## src/design/pcp_pkg.sv

```systemverilog
// Shared types and constants for the point-in-convex-polygon test unit.
// No dependencies; imported by pcp_front, pcp_back and the top level.
`default_nettype none

package pcp_pkg;

    localparam int COORD_W          = 32;
    localparam int MAX_VERTICES_DEF = 16;

    // Fixed-point shifts of the edge test and the tolerance scaling
    localparam int TOL_SHIFT   = 7;
    localparam int FRAC_SHIFT  = 12;
    localparam int CROSS_SHIFT = 8;

    // Queue between front and back
    localparam int QUEUE_DEPTH = 2;
    localparam int QPTR_W      = (QUEUE_DEPTH > 1) ? $clog2(QUEUE_DEPTH) : 1;
    localparam int QCNT_W      = $clog2(QUEUE_DEPTH + 1);

    // Operation codes of the input beat
    localparam logic OP_APPEND = 1'b0;
    localparam logic OP_TEST   = 1'b1;

    typedef enum logic {
        CMD_APPEND,
        CMD_TEST
    } cmd_kind_t;

    typedef enum logic [1:0] {
        ST_IDLE,
        ST_WALK,
        ST_DRAIN,
        ST_DONE
    } back_state_t;

    typedef struct packed {
        logic                      operation;
        logic signed [COORD_W-1:0] coord_x;
        logic signed [COORD_W-1:0] coord_y;
        logic signed [COORD_W-1:0] coord_z;
        logic signed [COORD_W-1:0] margin;
    } item_t;

    typedef struct packed {
        logic inside_res;
        logic overflowed;
    } result_t;

    // Classified command handed from front to back
    typedef struct packed {
        cmd_kind_t                 kind;
        logic signed [COORD_W-1:0] x;
        logic signed [COORD_W-1:0] y;
        logic signed [COORD_W-1:0] z;
        logic signed [COORD_W-1:0] tol;
    } cmd_t;

    typedef struct packed {
        logic signed [COORD_W-1:0] x;
        logic signed [COORD_W-1:0] y;
    } vtx_t;

endpackage

`default_nettype wire

```

## src/design/point_in_convex_polygon_test_unit.sv

```systemverilog
// Top level of the point-in-convex-polygon test unit: front end with its
// queue feeding the back end. Depends on pcp_pkg, pcp_front and pcp_back.
//
//   channel   handshake                    beat
//   item      item_valid / item_ready      pcp_pkg::item_t   (vertex or test point)
//   result    result_valid / result_ready  pcp_pkg::result_t (one per test)
//
// A test of a polygon with n stored vertices walks n + 1 reads through the
// single read port of the vertex store, then the difference, multiply and
// sum stages; with no vertices stored it skips the walk. The front queue
// holds two beats, so input is taken while the back end walks or while a
// result waits to be taken. Reset clears the vertex count, the drop flag
// and all handshakes.
`default_nettype none

module point_in_convex_polygon_test_unit #(
    parameter int MAX_VERTICES = pcp_pkg::MAX_VERTICES_DEF
) (
    input  wire logic           clk,
    input  wire logic           rst_n,
    input  wire logic           item_valid,
    output logic                item_ready,
    input  wire pcp_pkg::item_t item,
    output logic                result_valid,
    input  wire logic           result_ready,
    output pcp_pkg::result_t    result
);
    import pcp_pkg::*;

    logic cmd_valid;
    logic cmd_ready;
    cmd_t cmd;

    pcp_front u_front (
        .clk        (clk),
        .rst_n      (rst_n),
        .item_valid (item_valid),
        .item_ready (item_ready),
        .item       (item),
        .cmd_valid  (cmd_valid),
        .cmd_ready  (cmd_ready),
        .cmd        (cmd)
    );

    pcp_back #(
        .MAX_VERTICES (MAX_VERTICES)
    ) u_back (
        .clk          (clk),
        .rst_n        (rst_n),
        .cmd_valid    (cmd_valid),
        .cmd_ready    (cmd_ready),
        .cmd          (cmd),
        .result_valid (result_valid),
        .result_ready (result_ready),
        .result       (result)
    );

endmodule

`default_nettype wire

```

## src/design/pcp_front.sv

```systemverilog
// Front end: accepts input beats, classifies them and scales the tolerance,
// then holds them in a short queue for the back end. Depends on pcp_pkg.
`default_nettype none

module pcp_front (
    input  wire logic           clk,
    input  wire logic           rst_n,
    input  wire logic           item_valid,
    output logic                item_ready,
    input  wire pcp_pkg::item_t item,
    output logic                cmd_valid,
    input  wire logic           cmd_ready,
    output pcp_pkg::cmd_t       cmd
);
    import pcp_pkg::*;

    cmd_t              q_mem_reg [QUEUE_DEPTH];
    logic [QPTR_W-1:0] wr_ptr_reg, wr_ptr_next;
    logic [QPTR_W-1:0] rd_ptr_reg, rd_ptr_next;
    logic [QCNT_W-1:0] fill_reg, fill_next;
    logic              push, pop;
    cmd_t              cmd_in;

    always_comb
    begin
        cmd_in.kind = (item.operation == OP_TEST) ? CMD_TEST : CMD_APPEND;
        cmd_in.x    = item.coord_x;
        cmd_in.y    = item.coord_y;
        cmd_in.z    = item.coord_z;
        cmd_in.tol  = item.margin <<< TOL_SHIFT;
    end

    assign item_ready = (fill_reg != QCNT_W'(QUEUE_DEPTH));
    assign cmd_valid  = (fill_reg != '0);
    assign cmd        = q_mem_reg[rd_ptr_reg];
    assign push       = item_valid & item_ready;
    assign pop        = cmd_valid & cmd_ready;

    always_comb
    begin
        wr_ptr_next = wr_ptr_reg;
        rd_ptr_next = rd_ptr_reg;
        if (push)
        begin
            wr_ptr_next = (wr_ptr_reg == QPTR_W'(QUEUE_DEPTH - 1)) ? '0 : wr_ptr_reg + 1'b1;
        end
        if (pop)
        begin
            rd_ptr_next = (rd_ptr_reg == QPTR_W'(QUEUE_DEPTH - 1)) ? '0 : rd_ptr_reg + 1'b1;
        end
        fill_next = fill_reg + QCNT_W'(push) - QCNT_W'(pop);
    end

    always_ff @(posedge clk or negedge rst_n)
    begin
        if (!rst_n)
        begin
            wr_ptr_reg <= '0;
            rd_ptr_reg <= '0;
            fill_reg   <= '0;
        end
        else
        begin
            wr_ptr_reg <= wr_ptr_next;
            rd_ptr_reg <= rd_ptr_next;
            fill_reg   <= fill_next;
        end
    end

    always_ff @(posedge clk)
    begin
        if (push)
        begin
            q_mem_reg[wr_ptr_reg] <= cmd_in;
        end
    end

endmodule

`default_nettype wire

```

## src/design/pcp_back.sv

```systemverilog
// Back end: vertex store, z window check and a pipelined cross-product edge
// walk, with the result register. Depends on pcp_pkg.
`default_nettype none

module pcp_back #(
    parameter int MAX_VERTICES = pcp_pkg::MAX_VERTICES_DEF
) (
    input  wire logic          clk,
    input  wire logic          rst_n,
    input  wire logic          cmd_valid,
    output logic               cmd_ready,
    input  wire pcp_pkg::cmd_t cmd,
    output logic               result_valid,
    input  wire logic          result_ready,
    output pcp_pkg::result_t   result
);
    import pcp_pkg::*;

    localparam int AW = (MAX_VERTICES > 1) ? $clog2(MAX_VERTICES) : 1;
    localparam int CW = $clog2(MAX_VERTICES + 1);

    back_state_t state_reg, state_next;

    vtx_t                      mem [MAX_VERTICES];
    logic [CW-1:0]             count_reg;
    logic                      dropped_reg;
    logic signed [COORD_W-1:0] zlast_reg, zmax_reg, zmin_reg;

    logic [CW-1:0]             n_reg, idx_reg;
    logic signed [COORD_W-1:0] px_reg, py_reg, tol_reg;
    logic                      ovf_reg, fail_reg;

    vtx_t                      rdq_reg, prev_reg;
    logic                      rd_v_reg, rd_first_reg, rd_last_reg;
    logic signed [COORD_W-1:0] ea_reg, eb_reg, ec_reg, ed_reg;
    logic                      d_v_reg, d_last_reg;
    logic signed [COORD_W-1:0] p1_reg, p2_reg;
    logic                      m_v_reg, m_last_reg;

    logic                      out_valid_reg;
    result_t                   out_data_reg;

    logic                      take, do_append, do_test, has_room;
    logic                      rd_en, out_load, edge_neg, z_fail;
    logic [AW-1:0]             rd_addr;
    logic signed [COORD_W-1:0] zhi, zlo, lo_bound, hi_bound;
    logic signed [COORD_W-1:0] dy_p, dx_e, dx_p, dy_e, s_sum;

    assign take      = cmd_valid & cmd_ready;
    assign do_append = take & (cmd.kind == CMD_APPEND);
    assign do_test   = take & (cmd.kind == CMD_TEST);
    assign has_room  = (count_reg < CW'(MAX_VERTICES));

    // z window from the last stored edge; zero bounds below two vertices
    always_comb
    begin
        zhi      = (count_reg > CW'(1)) ? zmax_reg : '0;
        zlo      = (count_reg > CW'(1)) ? zmin_reg : '0;
        lo_bound = cmd.z - cmd.tol;
        hi_bound = cmd.z + cmd.tol;
        z_fail   = (zhi < lo_bound) || (hi_bound < zlo);
    end

    // Wrap back to vertex 0 after the last one
    assign rd_addr = (idx_reg == n_reg) ? '0 : idx_reg[AW-1:0];

    always_comb
    begin
        dy_p  = (py_reg - prev_reg.y) >>> FRAC_SHIFT;
        dx_e  = (rdq_reg.x - prev_reg.x) >>> FRAC_SHIFT;
        dx_p  = (px_reg - prev_reg.x) >>> FRAC_SHIFT;
        dy_e  = (rdq_reg.y - prev_reg.y) >>> FRAC_SHIFT;
        s_sum = ((p1_reg - p2_reg) <<< CROSS_SHIFT) + tol_reg;
        edge_neg = m_v_reg & s_sum[COORD_W-1];
    end

    // Next state
    always_comb
    begin
        state_next = state_reg;
        case (state_reg)
            ST_IDLE:
            begin
                if (cmd_valid && cmd.kind == CMD_TEST)
                begin
                    state_next = (count_reg == '0) ? ST_DONE : ST_WALK;
                end
            end
            ST_WALK:
            begin
                if (idx_reg == n_reg)
                begin
                    state_next = ST_DRAIN;
                end
            end
            ST_DRAIN:
            begin
                if (m_v_reg && m_last_reg)
                begin
                    state_next = ST_DONE;
                end
            end
            ST_DONE:
            begin
                if (out_load)
                begin
                    state_next = ST_IDLE;
                end
            end
            default: state_next = ST_IDLE;
        endcase
    end

    // State outputs
    always_comb
    begin
        cmd_ready = 1'b0;
        rd_en     = 1'b0;
        out_load  = 1'b0;
        case (state_reg)
            ST_IDLE:  cmd_ready = 1'b1;
            ST_WALK:  rd_en     = 1'b1;
            ST_DRAIN: ;
            ST_DONE:  out_load  = ~out_valid_reg | result_ready;
            default: ;
        endcase
    end

    always_ff @(posedge clk or negedge rst_n)
    begin
        if (!rst_n)
        begin
            state_reg     <= ST_IDLE;
            count_reg     <= '0;
            dropped_reg   <= 1'b0;
            idx_reg       <= '0;
            rd_v_reg      <= 1'b0;
            d_v_reg       <= 1'b0;
            m_v_reg       <= 1'b0;
            m_last_reg    <= 1'b0;
            fail_reg      <= 1'b0;
            out_valid_reg <= 1'b0;
        end
        else
        begin
            state_reg <= state_next;

            if (do_test)
            begin
                count_reg   <= '0;
                dropped_reg <= 1'b0;
            end
            else if (do_append)
            begin
                if (has_room)
                begin
                    count_reg <= count_reg + 1'b1;
                end
                else
                begin
                    dropped_reg <= 1'b1;
                end
            end

            if (do_test)
            begin
                idx_reg <= '0;
            end
            else if (rd_en)
            begin
                idx_reg <= idx_reg + 1'b1;
            end

            rd_v_reg   <= rd_en;
            d_v_reg    <= rd_v_reg & ~rd_first_reg;
            m_v_reg    <= d_v_reg;
            m_last_reg <= d_v_reg & d_last_reg;

            // Sticky failure: z window at start, then any negative edge sum
            if (do_test)
            begin
                fail_reg <= z_fail;
            end
            else if (edge_neg)
            begin
                fail_reg <= 1'b1;
            end

            if (out_load)
            begin
                out_valid_reg <= 1'b1;
            end
            else if (result_ready)
            begin
                out_valid_reg <= 1'b0;
            end
        end
    end

    // Payload registers and vertex store
    always_ff @(posedge clk)
    begin
        if (do_append && has_room)
        begin
            mem[count_reg[AW-1:0]] <= '{x: cmd.x, y: cmd.y};
            zlast_reg <= cmd.z;
            if (count_reg != '0)
            begin
                zmax_reg <= (cmd.z < zlast_reg) ? zlast_reg : cmd.z;
                zmin_reg <= (cmd.z < zlast_reg) ? cmd.z : zlast_reg;
            end
        end

        if (do_test)
        begin
            n_reg   <= count_reg;
            px_reg  <= cmd.x;
            py_reg  <= cmd.y;
            tol_reg <= cmd.tol;
            ovf_reg <= dropped_reg;
        end

        if (rd_en)
        begin
            rdq_reg      <= mem[rd_addr];
            rd_first_reg <= (idx_reg == '0);
            rd_last_reg  <= (idx_reg == n_reg);
        end

        // Edge (prev, current): differences, then products
        if (rd_v_reg)
        begin
            prev_reg   <= rdq_reg;
            ea_reg     <= dy_p;
            eb_reg     <= dx_e;
            ec_reg     <= dx_p;
            ed_reg     <= dy_e;
            d_last_reg <= rd_last_reg;
        end

        p1_reg <= ea_reg * eb_reg;
        p2_reg <= ec_reg * ed_reg;

        if (out_load)
        begin
            out_data_reg.inside_res <= ~fail_reg;
            out_data_reg.overflowed <= ovf_reg;
        end
    end

    assign result_valid = out_valid_reg;
    assign result       = out_data_reg;

endmodule

`default_nettype wire
```

## config.mk

```make
export PLATFORM = sky130hd
export DESIGN_NAME = point_in_convex_polygon_test_unit
export DESIGN_NICKNAME = d
export VERILOG_FILES = /design/src/design/pcp_pkg.sv /design/src/design/point_in_convex_polygon_test_unit.sv /design/src/design/pcp_front.sv /design/src/design/pcp_back.sv
export SDC_FILE = /design/constraint.sdc
export NUM_CORES = 2
export LEC_CHECK = 0
export BUFFER_PORTS_ARGS = -buffer_cell sky130_fd_sc_hd__buf_2
export CAP_MARGIN = 20
export CORE_UTILIZATION = 58
export DETAILED_ROUTE_END_ITERATION = 6
export GPL_TIMING_DRIVEN = 0
export PLACE_DENSITY_LB_ADDON = 0.2
export SETUP_SLACK_MARGIN = 0.2
export SLEW_MARGIN = 20
export SYNTH_ARGS = -nofsm -noshare
export SYNTH_HDL_FRONTEND = slang
export SYNTH_SLANG_ARGS = --single-unit
```

## constraint.sdc

```tcl
create_clock -name clk -period 6.6 [get_ports clk]
set_input_delay 0.33 -clock clk [delete_from_list [all_inputs] [get_ports clk]]
set_output_delay 0.33 -clock clk [all_outputs]
set_load 0.005 [all_outputs]
```

# Yosys cells after proc, flatten, opt, wreduce, memory -nomap -nowiden
# Memory sizes are Yosys's and may differ from the RTL's. A register that Yosys moved wholly into a read port is not among the register bits.
# Index checks and enable logic that the tools add are counted.
word_totals:
  latch_bits: 0
  word_cells: 130
  memories: 2
  romBits: 0
  input_bits: 133
  ramBits: 1268
  register_bits: 418
op_classes:
  reduce_logical: 18
  mul: 2
  n_eq_ne: 10
  bitwise: 12
  magnitude_cmp: 5
  add_sub_neg: 14
  div: 0
  n_shift: 0
  mux: 33
memory_table:
  columns: ["memory", "depth", "width", "read_ports", "rd_clocked_by_memory_dff", "wr", "line_no", "rtl"]
  rows:
  - ["u_back.mem", 16, 64, 1, 1, 1, "pcp_back.sv:24", "vtx_t mem [MAX_VERTICES];"]
  - ["u_front.q_mem_reg", 2, 122, 1, 0, 1, "pcp_front.sv:17", "cmd_t q_mem_reg [QUEUE_DEPTH];"]
op_table:
  columns: ["op", "count"]
  rows:
  - ["$sub A32 B32 Y32", 5]
  - ["$mux W32", 4]
  - ["$lt A32 B32 Y1", 3]
  - ["$add A32 B32 Y32", 2]
  - ["$mul A20 B20 Y24", 2]
  - ["$mux W5", 5]
  - ["$sub A24 B24 Y24", 1]
  - ["$mux W1", 17]
  - ["$reduce_bool A2 Y1", 6]
  - ["$add A5 B1 Y5 const B", 2]
  - ["$logic_not A5 Y1", 2]
  - ["$mux W2", 5]
  - ["$ne A2 B1 Y1 const B", 5]
  - ["$pmux W2 S4", 1]
  - ["$and A1 B1 Y1", 7]
  - ["$reduce_and A2 Y1", 3]
  - ["$eq A5 B5 Y1", 1]
  - ["$gt A5 B1 Y1 const B", 1]
  - ["$lt A5 B5 Y1 const B", 1]
  - ["$reduce_bool A5 Y1", 1]
  - ["$eq A2 B2 Y1 const B", 2]
  - ["$mux W4", 1]
  - ["$not A1 Y1", 4]
  - ["$reduce_and A4 Y1", 1]
  - ["other kinds (9)", 12]

# Longest topological paths before layout
logic_depth:
  depth_word: 7
  mapped_depth: 29
  mapped_depth_nobuf: 26

# Modules after synthesis
# Synthesis repeated with hierarchy kept, for this count alone.
unflattened:
  hier_cells: 6911
  area_unflattened_um2: 93893.8
modules_own_cells:
  columns: ["module", "n_inst", "cells_per_inst", "area_per_inst_um2", "seq_area_each_um2"]
  rows:
  - ["pcp_back", 1, 6501, 84524.8, 44287.5]
  - ["pcp_front", 1, 410, 9369.0, 7427.1]

# Worst setup path before layout
# OpenSTA, ideal clock, no wires.
synth_timing:
  path_kind: "register to register"
  startpoint: "reg u_front.fill_reg[1]"
  endpoint: "mem u_front.q_mem_reg[0][0] (netlist name) (enable)"
  arrival_ns: 5.676
  slack_ns: 0.320
  setup_time_ns: 0.604
  required_ns: 5.996
  stages_incl_launch_ff: 4
  cell_sequence: "dfrtp_1 -> nand2_1 -> nand2_1 -> nor2_1"
synth_via:
  elab_chain_len: 4
synth_rtl:
  columns: ["item", "line_no", "rtl"]
  rows:
  - ["start, declared", "pcp_front.sv:20", "logic [QCNT_W-1:0] fill_reg, fill_next;"]
  - ["start signal, assigned", "pcp_front.sv:66", "fill_reg <= fill_next;"]
  - ["$ne A2 B2 Y1", "pcp_front.sv:33", "assign item_ready = (fill_reg != QCNT_W'(QUEUE_DEPTH));"]
  - ["named net item_ready", "point_in_convex_polygon_test_unit.sv:22", "output logic item_ready,"]
  - ["$and A1 B1 Y1", "pcp_front.sv:36", "assign push = item_valid & item_ready;"]
  - ["$mux W1", "pcp_front.sv:72", "if (push)"]
  - ["$mux W1 (not written as such)", "pcp_front.sv:74", "q_mem_reg[wr_ptr_reg] <= cmd_in;"]
  - ["end, declared", "pcp_front.sv:17", null]
# The timed path passes the listed nets, and every way through them passes these cells.

# Final worst setup path
layout_timing:
  startpoint: "reg u_back.ed_reg[4]"
  endpoint: "reg u_back.p2_reg[22]"
layout_via:
  elab_chain_len: 1
layout_rtl:
  columns: ["item", "line_no", "rtl"]
  rows:
  - ["start, declared", "pcp_back.sv:35", "logic signed [COORD_W-1:0] ea_reg, eb_reg, ec_reg, ed_reg;"]
  - ["start signal, assigned", "pcp_back.sv:237", "ed_reg <= dy_e;"]
  - ["$mul A20 B20 Y24", "pcp_back.sv:242", "p2_reg <= ec_reg * ed_reg;"]
  - ["end signal, assigned", "pcp_back.sv:242", null]
  - ["end, declared", "pcp_back.sv:37", "logic signed [COORD_W-1:0] p1_reg, p2_reg;"]
# Every way passes these cells.
# A chain may end at the register's enable or synchronous reset.

==> qor.csv <==
metric,value,unit
status,completed,
DRC violations left,0,
Detail Route Antenna Nets,0,
Setup crit start kind,register,
average routed wire per standard cell,23.6,um
"area fraction in and, or, nand and nor cells after synthesis",0.0638,
WS Path Type,register to register,
CP Capture Type,register,
number of synthesized flops with an enable pin,1671,
xor/xnor share of the synthesized area,0.0241,
pwr dens,245,mW/mm^2
max reg flops,1024,
DP Wirelength,155000,um
Longest Clk Path Bufs,3,
"CTS clk-pin slew, worst paths",0.06,ns
CP arrival,7.22,ns
I/O Buffers,129,
Hold Crit Class,input pin to asynchronous set/reset pin,
Final Net Count,7912,
area delta synth->final,14.0,%
Final Non-Filler Cells,9059,
largest family of logic cells by synthesized area,adder cells,
vias in the first global route,54600,
clock sink count,1742,
drt initial violations,4562,
initial antenna violation count,14,
"Clk Latency, worst-skew pair",0.82,ns
Die X-Extent,398,um
"commonest non-fill, non-tap cell in the layout",edfxtp_1,
Starting Density,0.584,
DR vias,52900,
mux contribution to synthesized area,0.0846,
Final setup viols,0,
Synth Area in Compound Gates,0.0557,
num ports,137,
Setup crit start,u_back.ed_reg[4],
gpl congestion,0.925,
main area contributors after synthesis,"edfxtp_1 55%, fa_1 9.3%, ha_1 6.9%",
layout cells sized above 1,0.153,
Post-Synth Adder-Cell Area,0.161,
number of CTS-inserted buffers,174,
synth warn,0,
Syn Inst Count,6321,
"Slew Viols, Final",0,
final wirelength,214000,um
cell area after synthesis,0.0911,sq mm
pin count of the biggest net entering global routing,63,
register area share after synthesis,0.568,
post-synth top area cell,edfxtp_1,
crit-path max FO,6,
cell row count,145,
RR Startpoint,u_back.ed_reg[4],
Synthesized Nets,7376,
total global-route track usage,0.274,
final hold slack,0.0549,ns
worst path required time,7.27,ns
ys async rst share,0.0132,
die area,0.159,sq mm
CTS tree,yes,
htree depth,4,
Worst-Margin Slew,1.15,ns
Slew headroom,0.233,
first-pass GRT wire length,325000,um
Final Hold Viols,0,
top-area cell type share of the netlist area,0.551,
Placed Instances,8557,
RSZ-0062 raised after global routing,yes,
Seq cells post-synth,1742,
"commonest cells after routing, fill and taps aside","1671 x edfxtp_1, 754 x inv_1, 486 x ha_1, 418 x fa_1, 373 x and2_1",
core area,0.156,sq mm
GRT overflow,0,
Final min period,6.54,ns
Post-synth top flop,edfxtp_1,
root buffer cell,clkbuf_16,
clk_skew,0.0518,ns
Max Fclk,153,MHz
syn_area_per_cell,14.4,sq um
worst r2r path cells,24,
Vias/cell,5.84,
Die Ht,398,um
VDD IR max,0.283,mV
router iterations before antenna repair,6,
Synth cell types,82,
Pleak,40.1,nW
final period utilization,0.991,
Max Cap Viol,0,
path summary, 6_finish.rpt:
| check | end | slack, ns |
|---|---|---|
| worst max-delay path | u_back.p2_reg[22] | 0.06 |
| worst min-delay path | u_front.fill_reg[0] | 0.05 |
| worst max register to register | u_back.p2_reg[22] | 0.06 |
| worst min register to register | u_back.m_v_reg | 0.38 |
| max in group asynchronous | u_back.rd_v_reg | 6.10 |
| min in group clk | u_front.q_mem_reg[0][112] | 0.23 |
routing by layer:
metal / track usage / share of wire / vias up
met5: 0 / 0.00038 / -
met4: 0.0901 / 0.031 / 12
met3: 0.0432 / 0.067 / 396
met2: 0.462 / 0.49 / 1857
met1: 0.366 / 0.41 / 26800
li1: - / - / 23800
report_power, final:
part	internal (W)	switching, W	total, W
Clock	0.00553	0.00426	0.00980
Sequential	0.0128	0.0000778	0.0129
Combinational	0.00102	0.00172	0.00274
synth_stat cells (all sizes together) (8+ instances only):
library cell  count
edfxtp         1671
inv             766
ha              499
fa              423
and2            383
nand2           325
o21ai           213
mux4            192
xnor2           189
clkbuf          180
mux2i           174
a21oi           150
nor2            149
mux2            144
o221ai          130
a21o             69
nor3             61
xor2             60
buf              59
dfxtp            48
nand3            48
nand2b           39
and3             31
o21a             31
nor2b            27
o21bai           27
nand4            26
dfrtp            23
a211oi           15
a31oi            15
o211ai           15
a211o            11
o31ai            10
or2              10
or3              10
a2111oi           8
a21boi            8
nor4              8
kinds of logic (layout without fill, tap and decap cells):
group	count (synthesis)	in the layout
DFF	1742	1742
and+or+nand+nor	1135	1135
buffers and inverters	1006	1681
adders and majority gates	922	922
AOI/OAI and AO/OA	757	757
muxes	510	510
xor gates and xnor gates	249	249
other	0	5
area by class of cell:
class                   count  area (sq um)
fillers                 10800         52200
flip-flops and latches   1742         51700
multi-input cells        3573         36100
clock buffers             207          4520
repair buffers            362          3570
inverters                 767          2880
well taps                2058          2570
plain buffers             237          1260
clock inverters           108          1180
diodes                      5          12.5
metrics by stage:
stage               total power [W]  area, sq um   util  setup TNS (ns)  setup WS, ns
global placement             0.0157        94300  0.605        -1305.16         -3.58
floorplan                    0.0149        91100      -               0         0.320
detailed placement           0.0158        95700  0.613           -6.80         -1.90
finish                       0.0254       104000  0.666               0        0.0582
global route                 0.0263       104000  0.666          -0.112       -0.0620
CTS                          0.0256       103000  0.663          -0.115       -0.0867
critical path, stage by stage (launching register included):
cell and delay, ns:
edfxtp_1 0.50, clkbuf_8 0.20, buf_6 0.11, and2_4 0.14
fa_1 0.46, fa_1 0.54, inv_2 0.05, fa_1 0.49
inv_2 0.04, fa_1 0.49, inv_1 0.05, fa_1 0.51
inv_1 0.06, fa_1 0.50, inv_2 0.04, fa_1 0.50
inv_2 0.05, ha_4 0.23, and3_4 0.15, a21oi_2 0.11
o21ai_2 0.08, o41a_1 0.36, a41o_1 0.32, o41ai_4 0.27
xnor2_2 0.19
repair_timing:
action	CTS	global route
setup endpoints to repair	19	13
resized for setup	140	113
cloned	0	0
setup buffers	45	14
hold buffers	125	0
pin swaps	32	43
endpoints found under the hold margin	270	0
Power figures use the tool's default switching activity.
